==> config.mk <==
export PLATFORM = sky130hd
export DESIGN_NAME = fp_sign_minmax_compare_class_unit_core
export DESIGN_NICKNAME = d
export VERILOG_FILES = /design/src/hw/rtl/fsmcc_pkg.sv /design/src/hw/rtl/fp_sign_minmax_compare_class_unit_core.sv /design/src/hw/rtl/fsmcc_float_file.sv /design/src/hw/rtl/fsmcc_int_file.sv /design/src/hw/rtl/fsmcc_exec.sv
export VERILOG_INCLUDE_DIRS = /design/src /design/src/hw/rtl
export SDC_FILE = /design/constraint.sdc
export NUM_CORES = 2
export LEC_CHECK = 0
export BUFFER_PORTS_ARGS = -buffer_cell sky130_fd_sc_hd__buf_2
export CAP_MARGIN = 15
export CELL_PAD_IN_SITES_DETAIL_PLACEMENT = 1
export CELL_PAD_IN_SITES_GLOBAL_PLACEMENT = 2
export CORE_MARGIN = 10
export CORE_UTILIZATION = 46
export DETAILED_ROUTE_END_ITERATION = 7
export GPL_TIMING_DRIVEN = 0
export PLACE_DENSITY_LB_ADDON = 0.12
export SLEW_MARGIN = 20
export SYNTH_ARGS = -nofsm -noshare
export SYNTH_HDL_FRONTEND = slang
export SYNTH_SLANG_ARGS = --single-unit
==> constraint.sdc <==
create_clock -name clk -period 7.85 [get_ports clk]
set_input_delay 1.57 -clock clk [delete_from_list [all_inputs] [get_ports clk]]
set_output_delay 1.57 -clock clk [all_outputs]
set_load 0.01 [all_outputs]
==> src/hw/rtl/assert_macros.svh <==
// Assertion macros used by the RTL of the float sign/minmax/compare/class unit.
`ifndef ASSERT_MACROS_SVH
`define ASSERT_MACROS_SVH

// Property checked on every rising clk edge, off while rst_n is low.
`define FSMCC_ASSERT(lbl, prop, msg) \
  lbl: assert property (@(posedge clk) disable iff (!rst_n) prop) \
    else $error(msg);

// Condition that must never hold while out of reset.
`define FSMCC_NEVER(lbl, cond, msg) \
  lbl: assert property (@(posedge clk) disable iff (!rst_n) !(cond)) \
    else $error(msg);

`endif

==> src/hw/rtl/fsmcc_pkg.sv <==
// Package: word types, command codes and constants of the float sign/minmax/compare/class unit.
`timescale 1ns / 1ps

package fsmcc_pkg;

  // Register count per file; must stay a power of two (index reduction truncates).
  localparam int REG_COUNT = 32;
  localparam int IDX_W     = $clog2(REG_COUNT);
  localparam int INDEX_W   = 5;   // width of the index fields on the ports
  localparam int DATA_W    = 32;

  localparam logic [DATA_W-1:0] MAG_MASK  = 32'h7FFF_FFFF;
  localparam logic [DATA_W-1:0] SIGN_MASK = 32'h8000_0000;
  localparam logic [DATA_W-1:0] CANON_NAN = 32'h7FC0_0000;

  typedef enum logic [2:0] {
    CMD_SGNJ      = 3'd0,
    CMD_MINMAX    = 3'd1,
    CMD_CMP       = 3'd2,
    CMD_CLASS     = 3'd3,
    CMD_MV_F2I    = 3'd4,
    CMD_MV_I2F    = 3'd5,
    CMD_LOAD_INT  = 3'd6,
    CMD_LOAD_FLT  = 3'd7
  } cmd_e;

  // func variants
  localparam logic [1:0] FN_SGNJ  = 2'd0;
  localparam logic [1:0] FN_SGNJN = 2'd1;
  localparam logic [1:0] FN_SGNJX = 2'd2;
  localparam logic [1:0] FN_MIN   = 2'd0;
  localparam logic [1:0] FN_MAX   = 2'd1;
  localparam logic [1:0] FN_LE    = 2'd0;
  localparam logic [1:0] FN_LT    = 2'd1;
  localparam logic [1:0] FN_EQ    = 2'd2;

  typedef struct packed {
    cmd_e               cmd;
    logic [1:0]         func;
    logic [INDEX_W-1:0] dest_index;
    logic [INDEX_W-1:0] src1_index;
    logic [INDEX_W-1:0] src2_index;
    logic [DATA_W-1:0]  write_value;
  } in_word_t;

  typedef struct packed {
    logic [DATA_W-1:0]  result_value;
    logic               to_int_file;
    logic [INDEX_W-1:0] dest_echo;
    logic               bad_func;
  } out_word_t;

  // Register number reduced to the file depth.
  function automatic logic [IDX_W-1:0] reg_sel(input logic [INDEX_W-1:0] idx);
    reg_sel = idx[IDX_W-1:0];
  endfunction

endpackage

==> src/hw/rtl/fp_sign_minmax_compare_class_unit_core.sv <==
// Top level: command intake, register file read/write-back and result strobe.
`timescale 1ns / 1ps

// A word is taken at a rising edge with start high and busy low. busy is then high for
// exactly one cycle, while the register files return the operands; at the end of that
// cycle the destination register is written and the result is shown on out_word with
// out_valid high for exactly one cycle, which the receiver must take as it comes. A new
// word is taken only once busy is low again, after the registered file read and the
// execute and write-back of the last word, so every command sees all earlier writes.
// Both files read as zero after reset without any clearing pass.

`include "assert_macros.svh"

module fp_sign_minmax_compare_class_unit_core (
  input  logic                 clk,
  input  logic                 rst_n,
  input  logic                 start,
  output logic                 busy,
  input  fsmcc_pkg::in_word_t  in_word,
  output logic                 out_valid,
  output fsmcc_pkg::out_word_t out_word
);

  logic                         accept;
  logic                         exec_valid_r;
  logic                         exec_valid_nxt;
  logic                         out_valid_r;
  logic                         out_valid_nxt;
  fsmcc_pkg::in_word_t          op_r;
  fsmcc_pkg::out_word_t         out_word_r;
  fsmcc_pkg::out_word_t         res;
  logic [fsmcc_pkg::DATA_W-1:0] fa;
  logic [fsmcc_pkg::DATA_W-1:0] fb;
  logic [fsmcc_pkg::DATA_W-1:0] ia;
  logic                         wr_en;
  logic [fsmcc_pkg::IDX_W-1:0]  waddr;

  assign accept = start && !exec_valid_r;

  always_comb begin
    exec_valid_nxt = accept;
    out_valid_nxt  = exec_valid_r;
  end

  always_ff @(posedge clk) begin
    if (!rst_n) begin
      exec_valid_r <= 1'b0;
      out_valid_r  <= 1'b0;
    end else begin
      exec_valid_r <= exec_valid_nxt;
      out_valid_r  <= out_valid_nxt;
    end
  end

  always_ff @(posedge clk) begin
    if (accept) begin
      op_r <= in_word;
    end
    if (exec_valid_r) begin
      out_word_r <= res;
    end
  end

  fsmcc_float_file u_float_file (
    .clk    (clk),
    .rst_n  (rst_n),
    .re     (accept),
    .raddr1 (fsmcc_pkg::reg_sel(in_word.src1_index)),
    .raddr2 (fsmcc_pkg::reg_sel(in_word.src2_index)),
    .rdata1 (fa),
    .rdata2 (fb),
    .we     (wr_en && !res.to_int_file),
    .waddr  (waddr),
    .wdata  (res.result_value)
  );

  fsmcc_int_file u_int_file (
    .clk   (clk),
    .rst_n (rst_n),
    .re    (accept),
    .raddr (fsmcc_pkg::reg_sel(in_word.src1_index)),
    .rdata (ia),
    .we    (wr_en && res.to_int_file),
    .waddr (waddr),
    .wdata (res.result_value)
  );

  fsmcc_exec u_exec (
    .op  (op_r),
    .fa  (fa),
    .fb  (fb),
    .ia  (ia),
    .res (res)
  );

  // illegal variants write nothing
  assign wr_en = exec_valid_r && !res.bad_func;
  assign waddr = fsmcc_pkg::reg_sel(op_r.dest_index);

  assign busy      = exec_valid_r;
  assign out_valid = out_valid_r;
  assign out_word  = out_word_r;

  `FSMCC_ASSERT(a_accept_busy, accept |=> busy, "accepted word did not raise busy")
  `FSMCC_ASSERT(a_busy_single, busy |=> !busy, "busy held longer than one cycle")
  `FSMCC_ASSERT(a_out_after_exec, out_valid |-> $past(busy), "result without execute cycle")
  `FSMCC_NEVER(a_bad_clean, out_valid && out_word.bad_func && (out_word.to_int_file || out_word.result_value != '0 || out_word.dest_echo != '0), "illegal variant with nonzero result")

endmodule

==> src/hw/rtl/fsmcc_float_file.sv <==
// Float register file: two registered read ports, one write port, valid bits for reset-to-zero.
`timescale 1ns / 1ps

module fsmcc_float_file (
  input  logic                                   clk,
  input  logic                                   rst_n,
  input  logic                                   re,
  input  logic [fsmcc_pkg::IDX_W-1:0]            raddr1,
  input  logic [fsmcc_pkg::IDX_W-1:0]            raddr2,
  output logic [fsmcc_pkg::DATA_W-1:0]           rdata1,
  output logic [fsmcc_pkg::DATA_W-1:0]           rdata2,
  input  logic                                   we,
  input  logic [fsmcc_pkg::IDX_W-1:0]            waddr,
  input  logic [fsmcc_pkg::DATA_W-1:0]           wdata
);

  logic [fsmcc_pkg::DATA_W-1:0]    mem_r [fsmcc_pkg::REG_COUNT];
  logic [fsmcc_pkg::REG_COUNT-1:0] vld_r;
  logic [fsmcc_pkg::DATA_W-1:0]    rd1_r;
  logic [fsmcc_pkg::DATA_W-1:0]    rd2_r;
  logic                            hit1_r;
  logic                            hit2_r;

  always_ff @(posedge clk) begin
    if (we) begin
      mem_r[waddr] <= wdata;
    end
    if (re) begin
      rd1_r <= mem_r[raddr1];
      rd2_r <= mem_r[raddr2];
    end
  end

  always_ff @(posedge clk) begin
    if (!rst_n) begin
      vld_r  <= '0;
      hit1_r <= 1'b0;
      hit2_r <= 1'b0;
    end else begin
      if (we) begin
        vld_r[waddr] <= 1'b1;
      end
      if (re) begin
        hit1_r <= vld_r[raddr1];
        hit2_r <= vld_r[raddr2];
      end
    end
  end

  // never-written entries read as zero
  assign rdata1 = hit1_r ? rd1_r : '0;
  assign rdata2 = hit2_r ? rd2_r : '0;

endmodule

==> src/hw/rtl/fsmcc_int_file.sv <==
// Integer register file: one registered read port, one write port, valid bits for reset-to-zero.
`timescale 1ns / 1ps

module fsmcc_int_file (
  input  logic                         clk,
  input  logic                         rst_n,
  input  logic                         re,
  input  logic [fsmcc_pkg::IDX_W-1:0]  raddr,
  output logic [fsmcc_pkg::DATA_W-1:0] rdata,
  input  logic                         we,
  input  logic [fsmcc_pkg::IDX_W-1:0]  waddr,
  input  logic [fsmcc_pkg::DATA_W-1:0] wdata
);

  logic [fsmcc_pkg::DATA_W-1:0]    mem_r [fsmcc_pkg::REG_COUNT];
  logic [fsmcc_pkg::REG_COUNT-1:0] vld_r;
  logic [fsmcc_pkg::DATA_W-1:0]    rd_r;
  logic                            hit_r;

  always_ff @(posedge clk) begin
    if (we) begin
      mem_r[waddr] <= wdata;
    end
    if (re) begin
      rd_r <= mem_r[raddr];
    end
  end

  always_ff @(posedge clk) begin
    if (!rst_n) begin
      vld_r <= '0;
      hit_r <= 1'b0;
    end else begin
      if (we) begin
        vld_r[waddr] <= 1'b1;
      end
      if (re) begin
        hit_r <= vld_r[raddr];
      end
    end
  end

  assign rdata = hit_r ? rd_r : '0;

endmodule

==> src/hw/rtl/fsmcc_exec.sv <==
// Execute logic: sign injection, min/max, compare, classify, moves on the operands read and immediate loads.
`timescale 1ns / 1ps

module fsmcc_exec (
  input  fsmcc_pkg::in_word_t          op,
  input  logic [fsmcc_pkg::DATA_W-1:0] fa,
  input  logic [fsmcc_pkg::DATA_W-1:0] fb,
  input  logic [fsmcc_pkg::DATA_W-1:0] ia,
  output fsmcc_pkg::out_word_t         res
);

  function automatic logic is_nan(input logic [fsmcc_pkg::DATA_W-1:0] v);
    is_nan = (&v[30:23]) && (|v[22:0]);
  endfunction

  // unsigned key ordering like the float value (non-NaN only)
  function automatic logic [fsmcc_pkg::DATA_W-1:0] order_key(
    input logic [fsmcc_pkg::DATA_W-1:0] v);
    order_key = v[31] ? ~v : (v | fsmcc_pkg::SIGN_MASK);
  endfunction

  function automatic logic [fsmcc_pkg::DATA_W-1:0] classify(
    input logic [fsmcc_pkg::DATA_W-1:0] v);
    logic neg;
    logic exp_ones;
    logic exp_zero;
    logic man_zero;
    neg      = v[31];
    exp_ones = &v[30:23];
    exp_zero = ~|v[30:23];
    man_zero = ~|v[22:0];
    classify = '0;
    if (exp_ones) begin
      if (man_zero) classify[neg ? 0 : 7] = 1'b1;
      else          classify[v[22] ? 9 : 8] = 1'b1;
    end else if (exp_zero) begin
      if (man_zero) classify[neg ? 3 : 4] = 1'b1;
      else          classify[neg ? 2 : 5] = 1'b1;
    end else begin
      classify[neg ? 1 : 6] = 1'b1;
    end
  endfunction

  logic                         nan_a;
  logic                         nan_b;
  logic                         a_lt;
  logic                         zeros;
  logic [fsmcc_pkg::DATA_W-1:0] ka;
  logic [fsmcc_pkg::DATA_W-1:0] kb;
  logic [fsmcc_pkg::DATA_W-1:0] value;
  logic                         to_int;
  logic                         bad;

  assign nan_a = is_nan(fa);
  assign nan_b = is_nan(fb);
  assign ka    = order_key(fa);
  assign kb    = order_key(fb);
  assign a_lt  = ka < kb;
  assign zeros = ((fa | fb) & fsmcc_pkg::MAG_MASK) == '0;

  always_comb begin
    value  = '0;
    to_int = 1'b0;
    bad    = 1'b0;
    unique case (op.cmd)
      fsmcc_pkg::CMD_SGNJ: begin
        case (op.func)
          fsmcc_pkg::FN_SGNJ:  value = {fb[31], fa[30:0]};
          fsmcc_pkg::FN_SGNJN: value = {~fb[31], fa[30:0]};
          fsmcc_pkg::FN_SGNJX: value = {fa[31] ^ fb[31], fa[30:0]};
          default:             bad = 1'b1;
        endcase
      end
      fsmcc_pkg::CMD_MINMAX: begin
        if (op.func != fsmcc_pkg::FN_MIN && op.func != fsmcc_pkg::FN_MAX) begin
          bad = 1'b1;
        end else if (nan_a && nan_b) begin
          value = fsmcc_pkg::CANON_NAN;
        end else if (nan_a) begin
          value = fb;
        end else if (nan_b) begin
          value = fa;
        end else if (op.func == fsmcc_pkg::FN_MIN) begin
          value = a_lt ? fa : fb;
        end else begin
          value = a_lt ? fb : fa;
        end
      end
      fsmcc_pkg::CMD_CMP: begin
        to_int = 1'b1;
        case (op.func)
          fsmcc_pkg::FN_LE: value[0] = !nan_a && !nan_b && (zeros || ka <= kb);
          fsmcc_pkg::FN_LT: value[0] = !nan_a && !nan_b && !zeros && a_lt;
          fsmcc_pkg::FN_EQ: value[0] = !nan_a && !nan_b && (zeros || fa == fb);
          default:          bad = 1'b1;
        endcase
      end
      fsmcc_pkg::CMD_CLASS: begin
        to_int = 1'b1;
        value  = classify(fa);
      end
      fsmcc_pkg::CMD_MV_F2I: begin
        to_int = 1'b1;
        value  = fa;
      end
      fsmcc_pkg::CMD_MV_I2F: begin
        value = ia;
      end
      fsmcc_pkg::CMD_LOAD_INT: begin
        to_int = 1'b1;
        value  = op.write_value;
      end
      fsmcc_pkg::CMD_LOAD_FLT: begin
        value = op.write_value;
      end
    endcase

    if (bad) begin
      res = '0;
      res.bad_func = 1'b1;
    end else begin
      res.result_value = value;
      res.to_int_file  = to_int;
      res.dest_echo    = fsmcc_pkg::INDEX_W'(fsmcc_pkg::reg_sel(op.dest_index));
      res.bad_func     = 1'b0;
    end
  end

endmodule
Word-level counts from Yosys, hierarchy flattened
Memories as Yosys holds them, arrays and structs flattened. A register that Yosys moved wholly into a read port is not among the register bits.
Index checks and enable logic that the tools add are counted.
- order comparisons: 16
- eq/ne operators: 11
- multiplexer cells: 52
- bitwise operators: 7
- reductions and logical operators: 40
- operators with widths (operator ; count):
    two-way mux 32 bit ; 16
    one-hot mux 31 bit (6 select lines) ; 1
    greater-or-equal comparator 32 x 1 -> 1 bit, second input constant ; 5
    less-than comparator 32 x 7 -> 1 bit, second input constant ; 5
    one-hot mux 32 bit (3 select lines) ; 1
    inverter 32 bit ; 2
    OR 32 bit ; 2
    OR reduction 23 bit ; 2
    two-way mux 39 bit ; 1
    equality test 32 bit ; 1
    <= comparator 32 bit ; 1
    zero test 32 bit ; 1
    less-than comparator 32 bit ; 1
    OR 31 bit ; 1
    demux 1 bit (select 5 bit) ; 6
    logical AND 1 bit ; 19
    less-than comparator 5 x 6 -> 1 bit, second input constant ; 3
    two-way mux 1 bit ; 17
    AND reduction 8 bit ; 2
    binary-select mux 1 bit (select 5 bit) ; 3
    equality test 3 bit, second input constant ; 4
    two-way mux 3 bit ; 4
    OR reduction 8 bit ; 1
    one-hot mux 1 bit (7 select lines) ; 1
    other kinds (18) ; 26
- bits in registers: 150
- bits in writable memories: 2048
- bits of input ports: 55
- output and inout bits: 41
- logic and storage cells: 143
- memories: 2
- memories (name ; depth ; width ; read ports ; clocked after memory_dff ; write ports ; line ; RTL):
    u_float_file.mem_r ; 32 ; 32 ; 2 ; 2 ; 1 ; fsmcc_float_file.sv:17 ; logic [fsmcc_pkg::DATA_W-1:0] mem_r [fsmcc_pkg::REG_COUNT];
    u_int_file.mem_r ; 32 ; 32 ; 1 ; 1 ; 1 ; fsmcc_int_file.sv:15 ; logic [fsmcc_pkg::DATA_W-1:0] mem_r [fsmcc_pkg::REG_COUNT];

Longest topological paths before layout
- word-level depth: 17
- gate-level depth with buffers: 15
- mapped depth without buffers: 11

Hierarchy
A second synthesis with hierarchy kept.
- cells, all modules: 4457
- area, all modules: 98156.6 µm²
- modules (own cells, without submodules) (module ; times used ; cells each ; area each (µm²) ; seq. area each (µm²)):
    fsmcc_float_file ; 1 ; 2217 ; 50751.2 ; 33352.0
    fsmcc_int_file ; 1 ; 1678 ; 41304.6 ; 32371.0
    fsmcc_exec ; 1 ; 464 ; 3283.1 ; 0.0
    fp_sign_minmax_compare_class_unit_core ; 1 ; 98 ; 2817.7 ; 2772.7

Worst setup path after synthesis
OpenSTA, ideal clock, no wires.
- path type: flip-flop to flip-flop
- start point: reg u_float_file.rd1_r[31] in the netlist's numbering, read port of u_float_file.mem_r
- end point: reg out_word_r (netlist bit out_word[11]) (data pin)
- setup time: 1021 ps
- data arrival time: 7134 ps
- data required time: 6829 ps
- path slack: -305 ps
- cell stages (with the launch flop): 14
- path buffers: 3
- clock period less this slack: 8155 ps
- cell sequence: edfxtp_1 -> clkbuf_1 -> clkbuf_1 -> xor2_1 -> and2_1 -> ha_1 -> nand4_1 -> or4_4 -> a21oi_2 -> o31ai_2 -> a21oi_2 -> nor3_4 -> buf_2 -> o311ai_0
- RTL lines (item ; line ; RTL):
    start, declared ; fsmcc_float_file.sv:19 ; logic [fsmcc_pkg::DATA_W-1:0] rd1_r;
    end signal, assigned ; fp_sign_minmax_compare_class_unit_core.sv:60 ; out_word_r <= res;
    end, declared ; fp_sign_minmax_compare_class_unit_core.sv:30 ; fsmcc_pkg::out_word_t out_word_r;

==> metrics.csv <==
stage,metric,value,unit
status,status,completed,
cts,clk_pin_slew,0.06,ns
logic_synthesis,synth_nets,4480,
floorplan,rows,168,
floorplan,die_y,480,um
cts,post_cts_resized,0,
timing,setup-tns-final,0,ns
power,power.density,237,nW/um^2
floorplan,die-area,230000,sq um
global_route,track_usage,29.4,%
logic_synthesis,synth_ff_type,edfxtp_1,
logic_synthesis,ys_seq_area_share,70.1,%
placed_design,detailed_place_hpwl,242000,um
logic_synthesis,synth_edf_count,2225,
timing,hold_violations,0,
logic_synthesis,ys_warn_count,0,
min_path,min_path_type,reg2reg,
worst_setup_path,worst-path-max-fanout,15,
logic_synthesis,yosys-top-cells-count,"edfxtp_1, mux4_2, clkbuf_1",
worst_setup_path,crit_type,reg2reg,
worst_setup_path,max_stage_delay,0.73,ns
logic_synthesis,synth_area,97300,sq um
global_route,grt_start_max_net_pins,66,
routing,viasPerCell,6.76,
routing,drcViolationCount,0,
cts,clock_latency,0.90,ns
placed_design,post-place-cells,7467,
power,finalPower,27.0,mW
routing,wire_per_inst,43.0,um
worst_setup_path,critPathArrivalTime,7.09,ns
routing,first_pass_iters,5,
timing,drv_slew,0,
global_route,grt_pass1_vias,53900,
floorplan,initial_core_util,46.3,%
worst_setup_path,worstSetupStartpointType,register,
logic_synthesis,netlist_instances,4362,
cts,post_cts_buffers,0,
cts,cts_sinks,2294,
final_layout,num-nets-final,5018,
worst_setup_path,end_kind,register,
final_layout,design_area,114000,sq um
run,drv_cap,0,
logic_synthesis,synthDistinctLibCells,60,
cts,cts_hold_buf,0,
final_layout,area_growth,17.3,%
worst_setup_path,required,8.54,ns
logic_synthesis,synth.area.top_cells,"edfxtp_1, mux4_2, dfxtp_1",
placed_design,port-buffer-count,84,
worst_setup_path,path_cells,clkbuf_1 -> clkbuf_1 -> xor2_1 -> and2_1 -> ha_1 -> nand4_1 -> nor4_1 -> o31ai_2 -> o2111a_2 -> nor3_4 -> buf_2 -> nand4_1 -> o311ai_2 -> buf_6 -> buf_4 -> buf_4 -> buf_4 -> buf_4 -> buf_4 -> buf_4,
timing,skew,0.0621,ns
cts,root_buffer,clkbuf_16,
global_route,globalRoute.totalOverflow,0,
placed_design,pre_cts_ws,1.62,ns
cts,htree_levels,4,
final_layout,final_core_utilization,54.4,%
power,leakage,36.3,nW
cts,clock_path_buffers,3,
routing,detail-route-antenna-nets,0,
power,ir_worst_vdd,233,uV
timing,min_period,6.40,ns
timing,setup-violations-final,0,
logic_synthesis,ys_seq_elements,2294,
timing,slew_headroom,15.0,%
worst_setup_path,slowest_stage,clkbuf_1,
routing,vias,53500,
cts,cts_buffers,236,
logic_synthesis,yosysMostFrequentCell,edfxtp_1,
timing,grt_setup_unrepaired,false,
floorplan,coreArea,210000,sq um
timing,fin_crit_sh,81.5,%
cts,cts_tree,yes,
timing,fin_ws,1.45,ns
worst_setup_path,cpMostUsedCell,buf_4,
routing,drt-initial-drc-count,9255,
final_layout,drive_gt1_share,38.1,%
timing,whs,0.467,ns
floorplan,ios,96,
floorplan,fp.dieW,480,um
placed_design,dpl_cell_area,107000,sq um
timing,fmaxAchievable,156,MHz
routing,postRouteWirelength,340000,um
logic_synthesis,synth_top_area_cell,edfxtp_1,
logic_synthesis,synth_area_per_cell,22.3,sq um
placed_design,gp_congestion,0.883,
logic_synthesis,synth_top_area_share,68.7,%
global_route,grt_pass1_wl,464000,um
final_layout,instances_no_fill,7922,
global_route,antenna_found_initial,63,
logic_synthesis,ys_async_sr_fraction,0,%
timing,tightest_slew,1.28,ns
cells by family (layout without fill, tap and decap cells):
logic type / after synthesis / after routing / share of synthesized area, %
DFF: 2294 / 2294 / 70.1
muxes: 1094 / 1094 / 24.1
and+or+nand+nor: 349 / 349 / 1.72
buffers and inverters: 299 / 1042 / 1.19
AOI/OAI and AO/OA: 200 / 200 / 1.52
adders and majority gates: 63 / 63 / 0.810
xor gates and xnor gates: 63 / 63 / 0.567
other: 0 / 12 / 0
path summary, 6_finish.rpt:
kind         slack [ns]  cells past startpoint                    from                        end
max                1.45                     20  u_float_file.rd1_r[31]  u_float_file.mem_r[13][9]
min                0.47                      1     u_int_file.vld_r[6]        u_int_file.vld_r[6]
max reg2reg        1.45                     20  u_float_file.rd1_r[31]  u_float_file.mem_r[13][9]
min reg2reg        0.47                      1     u_int_file.vld_r[6]        u_int_file.vld_r[6]
state kept, by name, indices dropped and copies added, names as in the netlist, 5 cells and up:
register            cells
u_float_file.vld_r     32
out_word               39
waddr                   5
u_float_file.rd1_r     32
op_r                   37
u_float_file.mem_r   1024
u_float_file.rd2_r     32
u_int_file.mem_r     1024
u_int_file.vld_r       32
u_int_file.rd_r        32
report_power, final:
group | internal, mW | switching, mW
clock | 6.09 | 4.91
sequential | 13.6 | 0.105
combinational | 0.849 | 1.45
total | 20.5 | 6.47
critical path: cells and delay by family, from the launching register on:
| family | cells | cell delay [ns] |
|---|---|---|
| AO/OA/AOI/OAI | 3 | 0.71 |
| XOR/XNOR | 1 | 0.12 |
| adder cells (fa/ha/maj) | 1 | 0.32 |
| buffers and inverters | 10 | 2.93 |
| flip-flops | 1 | 0.51 |
| AND/OR/NAND/NOR | 5 | 1.54 |
cell type report:
class | count | area [sq um]
Fill cell | 17800 | 95800
Clock buffer | 294 | 6180
Antenna cell | 12 | 30.0
Multi-Input combinational cell | 1769 | 28800
Clock inverter | 149 | 1350
Inverter | 11 | 41.3
Tap cell | 2805 | 3510
Timing Repair Buffer | 300 | 4770
Buffer | 288 | 1270
Sequential cell | 2294 | 68200
per-layer routing:
metal  up-vias  share of wire [%]  track usage [%]
li1      20100                  -                -
met1     29300                 39             42.3
met2      3529                 45             43.5
met3       579                 12             8.24
met4        16                3.7             9.87
met5         -              0.034                0
cell usage in the layout, fill, tap and decap left out, types with 5 or more instances in the layout:
cell	count
a21oi_1	25
a221o_4	15
a22o_1	18
a22oi_1	10
and2_1	45
buf_1	23
buf_12	79
buf_16	84
buf_2	135
buf_4	41
buf_6	10
buf_8	5
bufinv_16	15
clkbuf_1	190
clkbuf_16	237
clkbuf_2	73
clkinv_1	69
clkinv_16	9
clkinv_2	43
dfxtp_1	68
diode_2	12
edfxtp_1	2225
ha_1	63
inv_1	11
mux2_2	99
mux2i_1	5
mux4_2	990
nand2_1	126
nand3_1	8
nand3b_1	5
nand4_1	26
nor2_1	23
nor2_4	64
nor3_1	6
nor4_1	21
o21a_1	66
o21ai_0	22
o311ai_2	6
xor2_1	62
(Power assumes the default switching activity.)
